## src/rtl/assert_macros.svh

```systemverilog
// assertion helper macros shared by the planner rtl
`ifndef ASSERT_MACROS_SVH
`define ASSERT_MACROS_SVH

// same-cycle implication, disabled while in reset
`define TBBP_ASSERT_IMP(label, clk, rst_n, pre, post, msg) \
    label: assert property (@(posedge clk) disable iff (!rst_n) (pre) |-> (post)) \
        else $error(msg);

// next-cycle implication, disabled while in reset
`define TBBP_ASSERT_NXT(label, clk, rst_n, pre, post, msg) \
    label: assert property (@(posedge clk) disable iff (!rst_n) (pre) |=> (post)) \
        else $error(msg);

`endif

```

## src/rtl/tbbp_pkg.sv

```systemverilog
`timescale 1ns / 1ps
// ----------------------------------------------------------------------------
// tbbp_pkg
// shared types, codes and reset values for the token budget batch planner
// ----------------------------------------------------------------------------
package tbbp_pkg;

    // slot count default
    localparam int SLOT_COUNT_DEF = 64;

    // queue depth defaults
    localparam int MID_DEPTH_DEF = 2;
    localparam int RES_DEPTH_DEF = 2;

    // field widths
    localparam int BUDGET_W = 12;
    localparam int SLOT_W   = 6;
    localparam int POS_W    = 16;
    localparam int TOKEN_W  = 18;
    localparam int DIST_W   = 7;
    localparam int CFG_IDX_W = 2;

    // action codes of an input word
    localparam logic [1:0] ACT_START   = 2'd0;
    localparam logic [1:0] ACT_DECODE  = 2'd1;
    localparam logic [1:0] ACT_PREFILL = 2'd2;

    // configuration register indexes
    localparam logic [CFG_IDX_W-1:0] CFG_TOTAL   = 2'd0;
    localparam logic [CFG_IDX_W-1:0] CFG_DECODE  = 2'd1;
    localparam logic [CFG_IDX_W-1:0] CFG_PREFILL = 2'd2;
    localparam logic [CFG_IDX_W-1:0] CFG_CHUNK   = 2'd3;

    // configuration reset values
    localparam logic [BUDGET_W-1:0] TOTAL_RST   = 12'd256;
    localparam logic [BUDGET_W-1:0] DECODE_RST  = 12'd64;
    localparam logic [BUDGET_W-1:0] PREFILL_RST = 12'd192;
    localparam logic [BUDGET_W-1:0] CHUNK_RST   = 12'd0;

    // input word
    typedef struct packed {
        logic [1:0]          action;
        logic [SLOT_W-1:0]   slot_id;
        logic                slot_valid;
        logic [POS_W-1:0]    prompt_length;
        logic [POS_W-1:0]    generated_count;
        logic [TOKEN_W-1:0]  last_token;
        logic [POS_W-1:0]    prefill_position;
    } item_t;

    // result word
    typedef struct packed {
        logic [SLOT_W-1:0]   out_slot;
        logic                is_prefill;
        logic [POS_W-1:0]    start_position;
        logic [BUDGET_W-1:0] token_count;
        logic [TOKEN_W-1:0]  token_id;
        logic                want_logits;
        logic [DIST_W-1:0]   distinct_slots;
        logic [BUDGET_W-1:0] decode_total;
        logic [BUDGET_W-1:0] prefill_total;
    } result_t;

    // classified work kind between front and back
    typedef enum logic [1:0] {
        KIND_START   = 2'd0,
        KIND_DECODE  = 2'd1,
        KIND_PREFILL = 2'd2
    } kind_t;

    // classified word held in the middle queue
    typedef struct packed {
        kind_t               kind;
        logic [SLOT_W-1:0]   slot;
        logic [POS_W-1:0]    start;
        logic [POS_W-1:0]    prompt_left;
        logic [TOKEN_W-1:0]  token;
    } mid_t;

    // configuration bundle
    typedef struct packed {
        logic [BUDGET_W-1:0] total_budget;
        logic [BUDGET_W-1:0] decode_budget;
        logic [BUDGET_W-1:0] prefill_budget;
        logic [BUDGET_W-1:0] chunk_size;
    } cfg_t;

endpackage

```

## src/rtl/token_budget_batch_planner_top.sv

```systemverilog
`timescale 1ns / 1ps
// ----------------------------------------------------------------------------
// token_budget_batch_planner_top
// per-tick token budget planner: front classifier, middle queue, budget
// back end and result queue, plus the configuration registers
// ----------------------------------------------------------------------------
// throughput: one input word per cycle, sustained, as long as results are popped
// path: a contributing word is stored in the middle queue, settled by the budget back end
//   and stored in the result queue, from which it can be popped; a full result queue stalls it
// the budget back end settles each word combinationally against the running state
// reset: asynchronous, active low; clears queues and tick state, budgets left at
//   zero, configuration back to its default values
// ----------------------------------------------------------------------------
module token_budget_batch_planner_top #(
    parameter int SLOT_COUNT = tbbp_pkg::SLOT_COUNT_DEF,
    parameter int MID_DEPTH  = tbbp_pkg::MID_DEPTH_DEF,
    parameter int RES_DEPTH  = tbbp_pkg::RES_DEPTH_DEF
) (
    input  logic                              clk,
    input  logic                              rst_n,
    input  logic                              push,
    output logic                              full,
    input  tbbp_pkg::item_t                   item,
    output logic                              empty,
    input  logic                              pop,
    output tbbp_pkg::result_t                 result,
    input  logic                              wr_en,
    input  logic [tbbp_pkg::CFG_IDX_W-1:0]    wr_index,
    input  logic [tbbp_pkg::BUDGET_W-1:0]     wr_data
);

    tbbp_pkg::cfg_t    cfg_reg;
    logic              keep;
    tbbp_pkg::mid_t    work;
    logic              mid_full;
    logic              mid_empty;
    logic              mid_pop;
    logic [$bits(tbbp_pkg::mid_t)-1:0]    mid_bits;
    logic              res_full;
    logic              res_push;
    tbbp_pkg::result_t res_word;
    logic [$bits(tbbp_pkg::result_t)-1:0] res_bits;

    // configuration registers
    always_ff @(posedge clk or negedge rst_n)
    begin
        if (!rst_n)
        begin
            cfg_reg.total_budget   <= tbbp_pkg::TOTAL_RST;
            cfg_reg.decode_budget  <= tbbp_pkg::DECODE_RST;
            cfg_reg.prefill_budget <= tbbp_pkg::PREFILL_RST;
            cfg_reg.chunk_size     <= tbbp_pkg::CHUNK_RST;
        end
        else if (wr_en)
        begin
            case (wr_index)
                tbbp_pkg::CFG_TOTAL:   cfg_reg.total_budget   <= wr_data;
                tbbp_pkg::CFG_DECODE:  cfg_reg.decode_budget  <= wr_data;
                tbbp_pkg::CFG_PREFILL: cfg_reg.prefill_budget <= wr_data;
                tbbp_pkg::CFG_CHUNK:   cfg_reg.chunk_size     <= wr_data;
                default:               cfg_reg <= cfg_reg;
            endcase
        end
    end

    // front: classify every accepted word
    tbbp_front #(
        .SLOT_COUNT (SLOT_COUNT)
    ) u_front (
        .item (item),
        .keep (keep),
        .work (work)
    );

    assign full = mid_full;

    // middle queue between classifier and budget logic
    tbbp_fifo #(
        .WIDTH ($bits(tbbp_pkg::mid_t)),
        .DEPTH (MID_DEPTH)
    ) u_mid_q (
        .clk       (clk),
        .rst_n     (rst_n),
        .push      (push && keep),
        .push_data (work),
        .full      (mid_full),
        .pop       (mid_pop),
        .pop_data  (mid_bits),
        .empty     (mid_empty)
    );

    // back: budgets and running totals
    tbbp_back #(
        .SLOT_COUNT (SLOT_COUNT)
    ) u_back (
        .clk       (clk),
        .rst_n     (rst_n),
        .cfg       (cfg_reg),
        .mid_empty (mid_empty),
        .mid       (tbbp_pkg::mid_t'(mid_bits)),
        .mid_pop   (mid_pop),
        .res_full  (res_full),
        .res_push  (res_push),
        .res       (res_word)
    );

    // result queue toward the consumer
    tbbp_fifo #(
        .WIDTH ($bits(tbbp_pkg::result_t)),
        .DEPTH (RES_DEPTH)
    ) u_res_q (
        .clk       (clk),
        .rst_n     (rst_n),
        .push      (res_push),
        .push_data (res_word),
        .full      (res_full),
        .pop       (pop),
        .pop_data  (res_bits),
        .empty     (empty)
    );

    assign result = tbbp_pkg::result_t'(res_bits);

endmodule

```

## src/rtl/tbbp_fifo.sv

```systemverilog
`timescale 1ns / 1ps
// ----------------------------------------------------------------------------
// tbbp_fifo
// small register queue with full/empty flags, used between pipeline parts
// ----------------------------------------------------------------------------
module tbbp_fifo #(
    parameter int WIDTH = 8,
    parameter int DEPTH = 2
) (
    input  logic             clk,
    input  logic             rst_n,
    input  logic             push,
    input  logic [WIDTH-1:0] push_data,
    output logic             full,
    input  logic             pop,
    output logic [WIDTH-1:0] pop_data,
    output logic             empty
);

    localparam int PTR_W = (DEPTH > 1) ? $clog2(DEPTH) : 1;
    localparam int CNT_W = $clog2(DEPTH + 1);
    localparam logic [PTR_W-1:0] PTR_LAST = PTR_W'(DEPTH - 1);

    logic [WIDTH-1:0] data_reg [DEPTH];
    logic [PTR_W-1:0] wr_ptr_reg, wr_ptr_next;
    logic [PTR_W-1:0] rd_ptr_reg, rd_ptr_next;
    logic [CNT_W-1:0] cnt_reg, cnt_next;
    logic             do_push, do_pop;

    assign full     = (cnt_reg == CNT_W'(DEPTH));
    assign empty    = (cnt_reg == '0);
    assign do_push  = push && !full;
    assign do_pop   = pop && !empty;
    assign pop_data = data_reg[rd_ptr_reg];

    // pointer and count update
    always_comb
    begin
        wr_ptr_next = wr_ptr_reg;
        rd_ptr_next = rd_ptr_reg;
        cnt_next    = cnt_reg;
        if (do_push)
        begin
            wr_ptr_next = (wr_ptr_reg == PTR_LAST) ? '0 : wr_ptr_reg + PTR_W'(1);
        end
        if (do_pop)
        begin
            rd_ptr_next = (rd_ptr_reg == PTR_LAST) ? '0 : rd_ptr_reg + PTR_W'(1);
        end
        if (do_push && !do_pop)
        begin
            cnt_next = cnt_reg + CNT_W'(1);
        end
        else if (do_pop && !do_push)
        begin
            cnt_next = cnt_reg - CNT_W'(1);
        end
    end

    // control registers
    always_ff @(posedge clk or negedge rst_n)
    begin
        if (!rst_n)
        begin
            wr_ptr_reg <= '0;
            rd_ptr_reg <= '0;
            cnt_reg    <= '0;
        end
        else
        begin
            wr_ptr_reg <= wr_ptr_next;
            rd_ptr_reg <= rd_ptr_next;
            cnt_reg    <= cnt_next;
        end
    end

    // storage
    always_ff @(posedge clk)
    begin
        if (do_push)
        begin
            data_reg[wr_ptr_reg] <= push_data;
        end
    end

endmodule

```

## src/rtl/tbbp_front.sv

```systemverilog
`timescale 1ns / 1ps
// ----------------------------------------------------------------------------
// tbbp_front
// classifies input words, drops those that can never contribute and
// precomputes the state-free parts of decode and prefill work
// ----------------------------------------------------------------------------
module tbbp_front #(
    parameter int SLOT_COUNT = tbbp_pkg::SLOT_COUNT_DEF
) (
    input  tbbp_pkg::item_t item,
    output logic            keep,
    output tbbp_pkg::mid_t  work
);

    logic                          slot_ok;
    logic [tbbp_pkg::POS_W:0]      pos_sum;
    logic [tbbp_pkg::POS_W:0]      pos_raw;
    logic [tbbp_pkg::POS_W-1:0]    dec_pos;
    logic                          gen_nonzero;
    logic                          prompt_open;

    // slot must exist and be in range
    assign slot_ok = item.slot_valid &&
                     ({1'b0, item.slot_id} < (tbbp_pkg::SLOT_W + 1)'(SLOT_COUNT));

    // decode position: prompt plus generated minus one, saturated
    assign pos_sum = {1'b0, item.prompt_length} + {1'b0, item.generated_count};
    assign pos_raw = pos_sum - (tbbp_pkg::POS_W + 1)'(1);
    assign dec_pos = pos_raw[tbbp_pkg::POS_W] ? '1 : pos_raw[tbbp_pkg::POS_W-1:0];

    assign gen_nonzero = (item.generated_count != '0);
    assign prompt_open = (item.prefill_position < item.prompt_length);

    // classification
    always_comb
    begin
        keep             = 1'b0;
        work.kind        = tbbp_pkg::KIND_START;
        work.slot        = item.slot_id;
        work.start       = item.prefill_position;
        work.prompt_left = item.prompt_length - item.prefill_position;
        work.token       = item.last_token;
        case (item.action)
            tbbp_pkg::ACT_START:
            begin
                keep      = 1'b1;
                work.kind = tbbp_pkg::KIND_START;
            end
            tbbp_pkg::ACT_DECODE:
            begin
                keep       = slot_ok && gen_nonzero;
                work.kind  = tbbp_pkg::KIND_DECODE;
                work.start = dec_pos;
            end
            tbbp_pkg::ACT_PREFILL:
            begin
                keep      = slot_ok && prompt_open;
                work.kind = tbbp_pkg::KIND_PREFILL;
            end
            default:
            begin
                keep = 1'b0;
            end
        endcase
    end

endmodule

```

## src/rtl/tbbp_back.sv

```systemverilog
`timescale 1ns / 1ps
// ----------------------------------------------------------------------------
// tbbp_back
// applies classified work against the per-tick budgets, tracks distinct
// slots and running totals, and forms result words
// ----------------------------------------------------------------------------
`include "assert_macros.svh"

module tbbp_back #(
    parameter int SLOT_COUNT = tbbp_pkg::SLOT_COUNT_DEF
) (
    input  logic              clk,
    input  logic              rst_n,
    input  tbbp_pkg::cfg_t    cfg,
    input  logic              mid_empty,
    input  tbbp_pkg::mid_t    mid,
    output logic              mid_pop,
    input  logic              res_full,
    output logic              res_push,
    output tbbp_pkg::result_t res
);

    localparam int IDX_W = (SLOT_COUNT > 1) ? $clog2(SLOT_COUNT) : 1;
    localparam int CNT_W = $clog2(SLOT_COUNT + 1);
    localparam int BW    = tbbp_pkg::BUDGET_W;

    logic [BW-1:0]         dec_left_reg, dec_left_next;
    logic [BW-1:0]         pre_left_reg, pre_left_next;
    logic [BW-1:0]         dec_sum_reg, dec_sum_next;
    logic [BW-1:0]         pre_sum_reg, pre_sum_next;
    logic [SLOT_COUNT-1:0] seen_map_reg, seen_map_next;
    logic [CNT_W-1:0]      seen_cnt_reg, seen_cnt_next;

    logic [BW-1:0]         pre_limit;
    logic                  prompt_fits;
    logic [BW-1:0]         pre_count;
    logic                  emit;
    logic                  mark;
    logic [IDX_W-1:0]      slot_idx;
    logic                  is_pre;

    // prefill run length: min of chunk, budget left and prompt left
    always_comb
    begin
        pre_limit = pre_left_reg;
        if (cfg.chunk_size != '0 && cfg.chunk_size < pre_left_reg)
        begin
            pre_limit = cfg.chunk_size;
        end
    end

    assign prompt_fits = (mid.prompt_left <= {{(tbbp_pkg::POS_W - BW){1'b0}}, pre_limit});
    assign pre_count   = prompt_fits ? mid.prompt_left[BW-1:0] : pre_limit;
    assign slot_idx    = mid.slot[IDX_W-1:0];
    assign is_pre      = (mid.kind == tbbp_pkg::KIND_PREFILL);

    // take one word whenever the result queue has room
    assign mid_pop  = !mid_empty && !res_full;
    assign res_push = mid_pop && emit;

    // tick state update
    always_comb
    begin
        dec_left_next = dec_left_reg;
        pre_left_next = pre_left_reg;
        dec_sum_next  = dec_sum_reg;
        pre_sum_next  = pre_sum_reg;
        seen_map_next = seen_map_reg;
        seen_cnt_next = seen_cnt_reg;
        emit          = 1'b0;
        mark          = 1'b0;
        if (mid_pop)
        begin
            case (mid.kind)
                tbbp_pkg::KIND_START:
                begin
                    dec_left_next = (cfg.total_budget == '0) ? '0 : cfg.decode_budget;
                    pre_left_next = (cfg.total_budget == '0) ? '0 : cfg.prefill_budget;
                    dec_sum_next  = '0;
                    pre_sum_next  = '0;
                    seen_map_next = '0;
                    seen_cnt_next = '0;
                end
                tbbp_pkg::KIND_DECODE:
                begin
                    if (dec_left_reg != '0)
                    begin
                        emit          = 1'b1;
                        mark          = 1'b1;
                        dec_left_next = dec_left_reg - BW'(1);
                        dec_sum_next  = dec_sum_reg + BW'(1);
                    end
                end
                tbbp_pkg::KIND_PREFILL:
                begin
                    if (pre_left_reg != '0)
                    begin
                        emit          = 1'b1;
                        mark          = 1'b1;
                        pre_left_next = pre_left_reg - pre_count;
                        pre_sum_next  = pre_sum_reg + pre_count;
                    end
                end
                default:
                begin
                    emit = 1'b0;
                end
            endcase
        end
        // first contribution of a slot this tick
        if (mark && !seen_map_reg[slot_idx])
        begin
            seen_map_next[slot_idx] = 1'b1;
            seen_cnt_next           = seen_cnt_reg + CNT_W'(1);
        end
    end

    // result word with running values after this contribution
    always_comb
    begin
        res.out_slot       = mid.slot;
        res.is_prefill     = is_pre;
        res.start_position = mid.start;
        res.token_count    = is_pre ? pre_count : BW'(1);
        res.token_id       = is_pre ? '0 : mid.token;
        res.want_logits    = is_pre ? prompt_fits : 1'b1;
        res.distinct_slots = tbbp_pkg::DIST_W'(seen_cnt_next);
        res.decode_total   = dec_sum_next;
        res.prefill_total  = pre_sum_next;
    end

    // tick state registers
    always_ff @(posedge clk or negedge rst_n)
    begin
        if (!rst_n)
        begin
            dec_left_reg <= '0;
            pre_left_reg <= '0;
            dec_sum_reg  <= '0;
            pre_sum_reg  <= '0;
            seen_map_reg <= '0;
            seen_cnt_reg <= '0;
        end
        else
        begin
            dec_left_reg <= dec_left_next;
            pre_left_reg <= pre_left_next;
            dec_sum_reg  <= dec_sum_next;
            pre_sum_reg  <= pre_sum_next;
            seen_map_reg <= seen_map_next;
            seen_cnt_reg <= seen_cnt_next;
        end
    end

    // checks
    `TBBP_ASSERT_IMP(a_seen_count, clk, rst_n, 1'b1, $countones(seen_map_reg) == seen_cnt_reg, "seen count disagrees with seen map")
    `TBBP_ASSERT_NXT(a_decode_spend, clk, rst_n, res_push && !is_pre, dec_left_reg == $past(dec_left_reg) - BW'(1), "decode budget not spent by one")
    `TBBP_ASSERT_IMP(a_prefill_bound, clk, rst_n, res_push && is_pre, pre_count != '0 && pre_count <= pre_left_reg, "prefill run outside budget")
    `TBBP_ASSERT_IMP(a_no_overflow, clk, rst_n, res_push, !res_full, "result written into full queue")

endmodule
```

## config.mk

```make
export PLATFORM = sky130hd
export DESIGN_NAME = token_budget_batch_planner_top
export DESIGN_NICKNAME = d
export VERILOG_FILES = /design/src/rtl/tbbp_pkg.sv /design/src/rtl/token_budget_batch_planner_top.sv /design/src/rtl/tbbp_fifo.sv /design/src/rtl/tbbp_front.sv /design/src/rtl/tbbp_back.sv
export VERILOG_INCLUDE_DIRS = /design/src /design/src/rtl
export SDC_FILE = /design/constraint.sdc
export NUM_CORES = 1
export LEC_CHECK = 0
export ABC_AREA = 1
export BUFFER_PORTS_ARGS = -buffer_cell sky130_fd_sc_hd__buf_2
export CELL_PAD_IN_SITES_DETAIL_PLACEMENT = 1
export CELL_PAD_IN_SITES_GLOBAL_PLACEMENT = 1
export CORE_ASPECT_RATIO = 0.75
export CORE_MARGIN = 3
export CORE_UTILIZATION = 41
export DETAILED_ROUTE_END_ITERATION = 8
export PLACE_DENSITY_LB_ADDON = 0.15
export SLEW_MARGIN = 0
export SYNTH_ARGS = -nofsm -noshare
export SYNTH_HDL_FRONTEND = slang
export SYNTH_SLANG_ARGS = --single-unit
export TNS_END_PERCENT = 30
```

## constraint.sdc

```tcl
create_clock -name clk -period 9.44 [get_ports clk]
set_input_delay 1.416 -clock clk [delete_from_list [all_inputs] [get_ports clk]]
set_output_delay 1.416 -clock clk [all_outputs]
set_load 0.02 [all_outputs]
```

# Yosys cells after proc, flatten, opt, wreduce, memory -nomap -nowiden

Memory sizes are Yosys's and may differ from the RTL's.
Index checks and enable logic that the tools add are counted.
Widths: inputs -> output; s select.

Flip-flop bits (word level): 175
Bits in writable memories: 286
Memories: 2
Output and inout port bits: 87

Add/sub/neg operators: 16
Reduce and logical (&&, ||, !) cells: 45
Order comparisons: 5
Bitwise logic cells: 1
Multiplexer cells: 47
Equality and inequality tests: 11

Memory list:

| name             | depth | width | rd ports | clocked after memory_dff | wr ports | RTL line        | text |
|---|---|---|---|---|---|---|---|
| u_res_q.data_reg | 2     | 85    | 1        | 0                        | 1        | tbbp_fifo.sv:24 | `logic [WIDTH-1:0] data_reg [DEPTH];` |
| u_mid_q.data_reg | 2     | 58    | 1        | 0                        | 1        | tbbp_fifo.sv:24 |  |

Operators with widths:

| operator              | number |
|---|---|
| $mux 64               | 3 |
| $mux 12               | 11 |
| $pmux 12 s2           | 4 |
| $or 64x64->64         | 1 |
| $reduce_bool 12->1    | 3 |
| $mux 16               | 2 |
| $mux 7                | 3 |
| $mux 18               | 1 |
| $add 16x16->17        | 1 |
| $sub 17x1->17 const B | 1 |
| $le 16x12->1          | 1 |
| $logic_and 1x1->1     | 16 |
| $lt 16x16->1          | 1 |
| $reduce_bool 16->1    | 1 |
| $sub 16x16->16        | 1 |
| $mux 1                | 14 |
| $add 12x1->12 const B | 1 |
| $add 12x12->12        | 1 |
| $eq 2x2->1 const B    | 6 |
| $logic_not 12->1      | 1 |
| $lt 12x12->1          | 1 |
| $sub 12x1->12 const B | 1 |
| $sub 12x12->12        | 1 |
| $logic_not 2->1       | 5 |
| 19 further kinds      | 44 |

# Logic depth before layout (Yosys ltp)

Depth in word-level cells: 10
Depth in mapped cells: 38
Mapped depth without buffers: 36

# Cells and area by module

Synthesis repeated with hierarchy kept, for this count alone.

Cells, all modules: 2,754
Area, all modules: 24,496.0 um^2

By module, submodules not included:

| module                         | instances | area each (um^2) | cells each | seq. area each (um^2) |
|---|---|---|---|---|
| tbbp_back                      | 1         | 8,715.9          | 1,198      | 2,977.9 |
| tbbp_fifo (u_res_q)            | 1         | 6,428.7          | 476        | 5,205.0 |
| tbbp_fifo (u_mid_q)            | 1         | 4,454.3          | 335        | 3,583.4 |
| tbbp_front                     | 1         | 2,831.5          | 525        | 0.0 |
| token_budget_batch_planner_top | 1         | 2,065.7          | 220        | 1,206.2 |

# Worst setup path after synthesis

No wires, ideal clock.

Path kind: register to register
Start: register u_mid_q.rd_ptr_reg
End: memory u_res_q.data_reg[0][0] (netlist name) (enable)
Buffers on the path: 2
Cell stages (with the launch flop): 14
Clock period less this slack: 6.251 ns
Arrival time: 5.722 ns
Slack: 3.189 ns
Library setup time: 0.529 ns
Cell sequence: dfrtp_1 -> inv_2 -> clkbuf_1 -> buf_1 -> or2_2 -> o21ai_0 -> inv_1 -> ha_1 -> inv_1 -> nor2_1 -> nand2_1 -> a21boi_2 -> inv_1 -> nor2_1

RTL lines:

| element                  | RTL line        | text |
|---|---|---|
| start: declaration       | tbbp_fifo.sv:26 | `logic [PTR_W-1:0] rd_ptr_reg, rd_ptr_next;` |
| start signal: assignment | tbbp_fifo.sv:72 | `rd_ptr_reg <= rd_ptr_next;` |
| end: declaration         | tbbp_fifo.sv:24 |  |

==> impl_results.md <==
* Comb power frac at 0.438
* Max Slew Vio Count at 0
* Pre-antenna DRT Iters at 5
* Adder-Cell Fraction of Synth Area at 0.06123
* CTS tree: yes
* EDFF count, synth at 286
* Internal power at 4916 uW
* Post-CTS resize count at 0
* Fmax at 152.5 MHz
* Post-Syn Area per Cell at 9.247 um2
* Placement Setup Slack at 2.999 ns
* Max cap viols at 0
* Die W at 279.3 um
* Hold Path End: u_mid_q.wr_ptr_reg
* Core Box Area at 0.05491 mm2
* Reg2reg end: u_res_q.data_reg[0][10]
* Reg2Reg Depth at 29
* CTS Buf Count at 49
* PortBufs at 180
* # rows at 74
* Final TNS setup at 0 ns
* CTS clk-pin slew, worst paths at 0.06 ns
* # fillers at 6358
* Outcome: finished, final reports clean
* Crit path largest cell delay at 0.68 ns
* Mux cell area share after synthesis at 0
* Clock buffer depth at 3
* Setup Buffers After CTS at 0
* Average wire per standard cell at 19.33 um
* WP data arrival at 6.87 ns
* Global route total overflow at 0
* Largest family of logic cells by synthesized area: simple AND/OR/NAND/NOR gates
* Asr flop ratio synth at 0.3796
* Sequential share of power at 0.339
* Post-synth top area share at 0.3739
* P&R area growth vs syn at 13.66%
* DRC at 0
* Net count reported at finish at 2837
* H-tree levels at 2
* PD cells at 332.0 mW/mm2
* Final hold vios at 0
* Cells after Synth at 2484
* Largest fanout on the critical path at 24
* Switching Share at 0.4328
* RSZ-0062 raised after global routing: false
* Max FFs per register at 170
* CP Launch Type: register
* Clock power share at 0.223
* Crit. End Element: register
* Post-synth net total at 2688
* Die area at 0.05893 mm2
* Fin crit share at 0.6947
* Area after DPL at 0.02452 mm2
* Starting Density at 0.4183
* Routed vias/inst at 5.253
* Final Cell Area at 0.02611 mm2
* CP max stage cell: nand3_1
* Synth Flop Type: edfxtp_1
* Worst relative slew slack at 0.2469
* Chip Height at 211.0 um
* Ports at 181
* Distinct cells, synth at 52
* Routed WL at 65580 um
* Antenna-violating nets left at 0
* Flop2flop setup slack at 2.88 ns
* Sequential area share after synthesis at 0.5648
* Tot GR Track Use at 0.2232
* R2R Path Start: u_back.pre_left_reg[11]
* Switching power at 3751 uW
* Final Setup Violations at 0
* Critical Path RT at 9.75 ns
* Critical Path Most Common Cell: nand2_1
* Setup Crit Path Kind: reg -> reg
* Antenna violations before repair at 0
* Worst-skew pair later-pin latency at 0.59 ns
* Min-delay src: u_mid_q.wr_ptr_reg
* 1st-iter DRT viols at 1094
* Number of global-route vias before repair at 18820
* Layout cell share with drive strength beyond 1 at 0.1157
* Post-DP HPWL at 45010 um
* Hold Path Class: reg -> reg
* Fin Clk Skew at 0.02098 ns
* Area leader, netlist: edfxtp_1
* Setup ws final at 2.882 ns
* Simple-gate share of the synthesized area at 0.1947
* Tightest Pin Transition at 1.130 ns
* Largest net degree at the start of global routing at 98
* Synth Area in Compound Gates at 0.09761
* XOR/XNOR share of the synthesized area at 0.01983
* Peak VDD IR at 0.1520 mV
* First-pass GRT wire length at 104400 um
* Root Buffer: clkbuf_16
* Final min period at 6.558 ns
* Hold depth at 2
* Cts hold-fix bufs at 0
* Diode count at 0
* Mapped cell area at 0.02297 mm2
* Synth warnings at 0
* Post-synthesis register bit count at 461
* P_leak at 0.01155 uW
* Ranking of synthesized cells by area: edfxtp_1 37%, dfrtp_1 19%, nand2_1 12%
* Clock sinks at 461
* DR vias at 17820
* Gpl congestion at 0.8873
[final cells by class]
type	instances	area [um2]	area share
clock buffers	71	1413	0.05411
clock inverters	18	168.9	0.006470
inverters	268	1007	0.03858
multi-input cells	1657	8610	0.3298
flip-flops and latches	461	12980	0.4971
well taps	722	903.4	0.03460
repair buffers	196	1027	0.03935
[cells in the final DEF (no fill, tap or decap), drive strengths merged, types with 5 or more instances in the layout]
cell	netlist	final
nand4	75	75
nand2	742	742
xor2	37	37
buf	25	196
a21oi	101	101
edfxtp	286	286
a31oi	24	24
o21bai	5	5
clkinv	0	12
nor3	15	15
or2	18	18
dfrtp	171	171
o21ai	223	223
nand3	69	69
nor2	152	152
inv	268	269
xnor2	15	15
o22ai	24	24
clkbuf	73	71
a22oi	6	6
ha	106	106
[kinds of logic after synthesis]
group | Yosys count
simple gates | 1084
flops | 461
compound gates | 411
buf+inv | 366
fa+ha+maj | 110
xor+xnor | 52
[power by group through the flow]
stage	combinational, uW	clock, uW	sequential (uW)
6_report	3800	1930	2940
5_1_grt	4260	2060	2980
4_1_cts	3840	1970	2940
3_5_place_dp	3820	0	2980
3_3_place_gp	3690	0	2950
2_1_floorplan	2610	0	2910
[worst max-delay path, delay by kind of cell, from the launching register on]
kind	cells	cell delay [ns]
compound gates	9	1.86
fa+ha+maj	3	1.07
buf+inv	3	0.38
flops	1	0.40
simple gates	14	2.55
[per-stage QoR]
stage / total power, uW / utilization / cells / hold slack, ns
5_1_grt: 9306 / 0.4755 / 3393 / 0.4983
3_3_place_gp: 6637 / 0.4467 / 3304 / 0.4572
6_report: 8667 / 0.4755 / 3393 / 0.4816
2_1_floorplan: 5523 / - / 2484 / 0.4419
3_5_place_dp: 6791 / 0.4467 / 3304 / 0.4648
4_1_cts: 8750 / 0.4755 / 3393 / 0.4788
[metal layers]
| metal | wire length (um) | track usage | part of all wire | up-vias |
|---|---|---|---|---|
| met1 | 31140 | 0.3143 | 0.47 | 8862 |
| met3 | 2409 | 0.02773 | 0.037 | 69 |
| li1 | - | - | - | 8607 |
| met4 | 1110 | 0.04833 | 0.017 | 0 |
| met2 | 30920 | 0.3732 | 0.47 | 284 |
| met5 | 0 | 0 | 0 | - |
[cells in the mapped netlist, types with 3 or more instances]
cell and instances:
nand2_1 742, edfxtp_1 286, inv_1 259, dfrtp_1 171, o21ai_0 157, nor2_1 149, ha_1 106, a21oi_1 101
nand4_1 75, clkbuf_1 73, nand3_1 68, o21ai_1 63, xor2_1 37, a31oi_1 24, o22ai_1 24, or2_2 15
xnor2_1 15, nor3_1 14, buf_2 10, buf_4 9, inv_2 9, a22oi_1 6, buf_1 6, o21bai_1 5
a211oi_1 4, a21o_1 4, dfstp_2 4, fa_1 4, nor4_1 4, o211ai_1 4, nand3b_1 3, o21ai_2 3
o31ai_1 3, or2_1 3
[how the worst max path moves through the flow]
| stage | startpoint | endpoint | slack (ns) | cells past startpoint |
|---|---|---|---|---|
| after floorplan | u_mid_q.rd_ptr_reg | u_res_q.data_reg[0][0] | 3.19 | 13 |
| after global placement | u_back.pre_left_reg[11] | u_res_q.data_reg[0][10] | 3.23 | 30 |
| after detailed placement | u_back.pre_left_reg[11] | u_res_q.data_reg[1][10] | 3.00 | 30 |
| after CTS | u_back.pre_left_reg[11] | u_res_q.data_reg[0][10] | 2.98 | 30 |
| after global routing | u_back.pre_left_reg[11] | u_res_q.data_reg[0][10] | 2.17 | 30 |
| final | u_back.pre_left_reg[11] | u_res_q.data_reg[0][10] | 2.88 | 29 |
No activity file was read; power rests on OpenSTA's default activity.
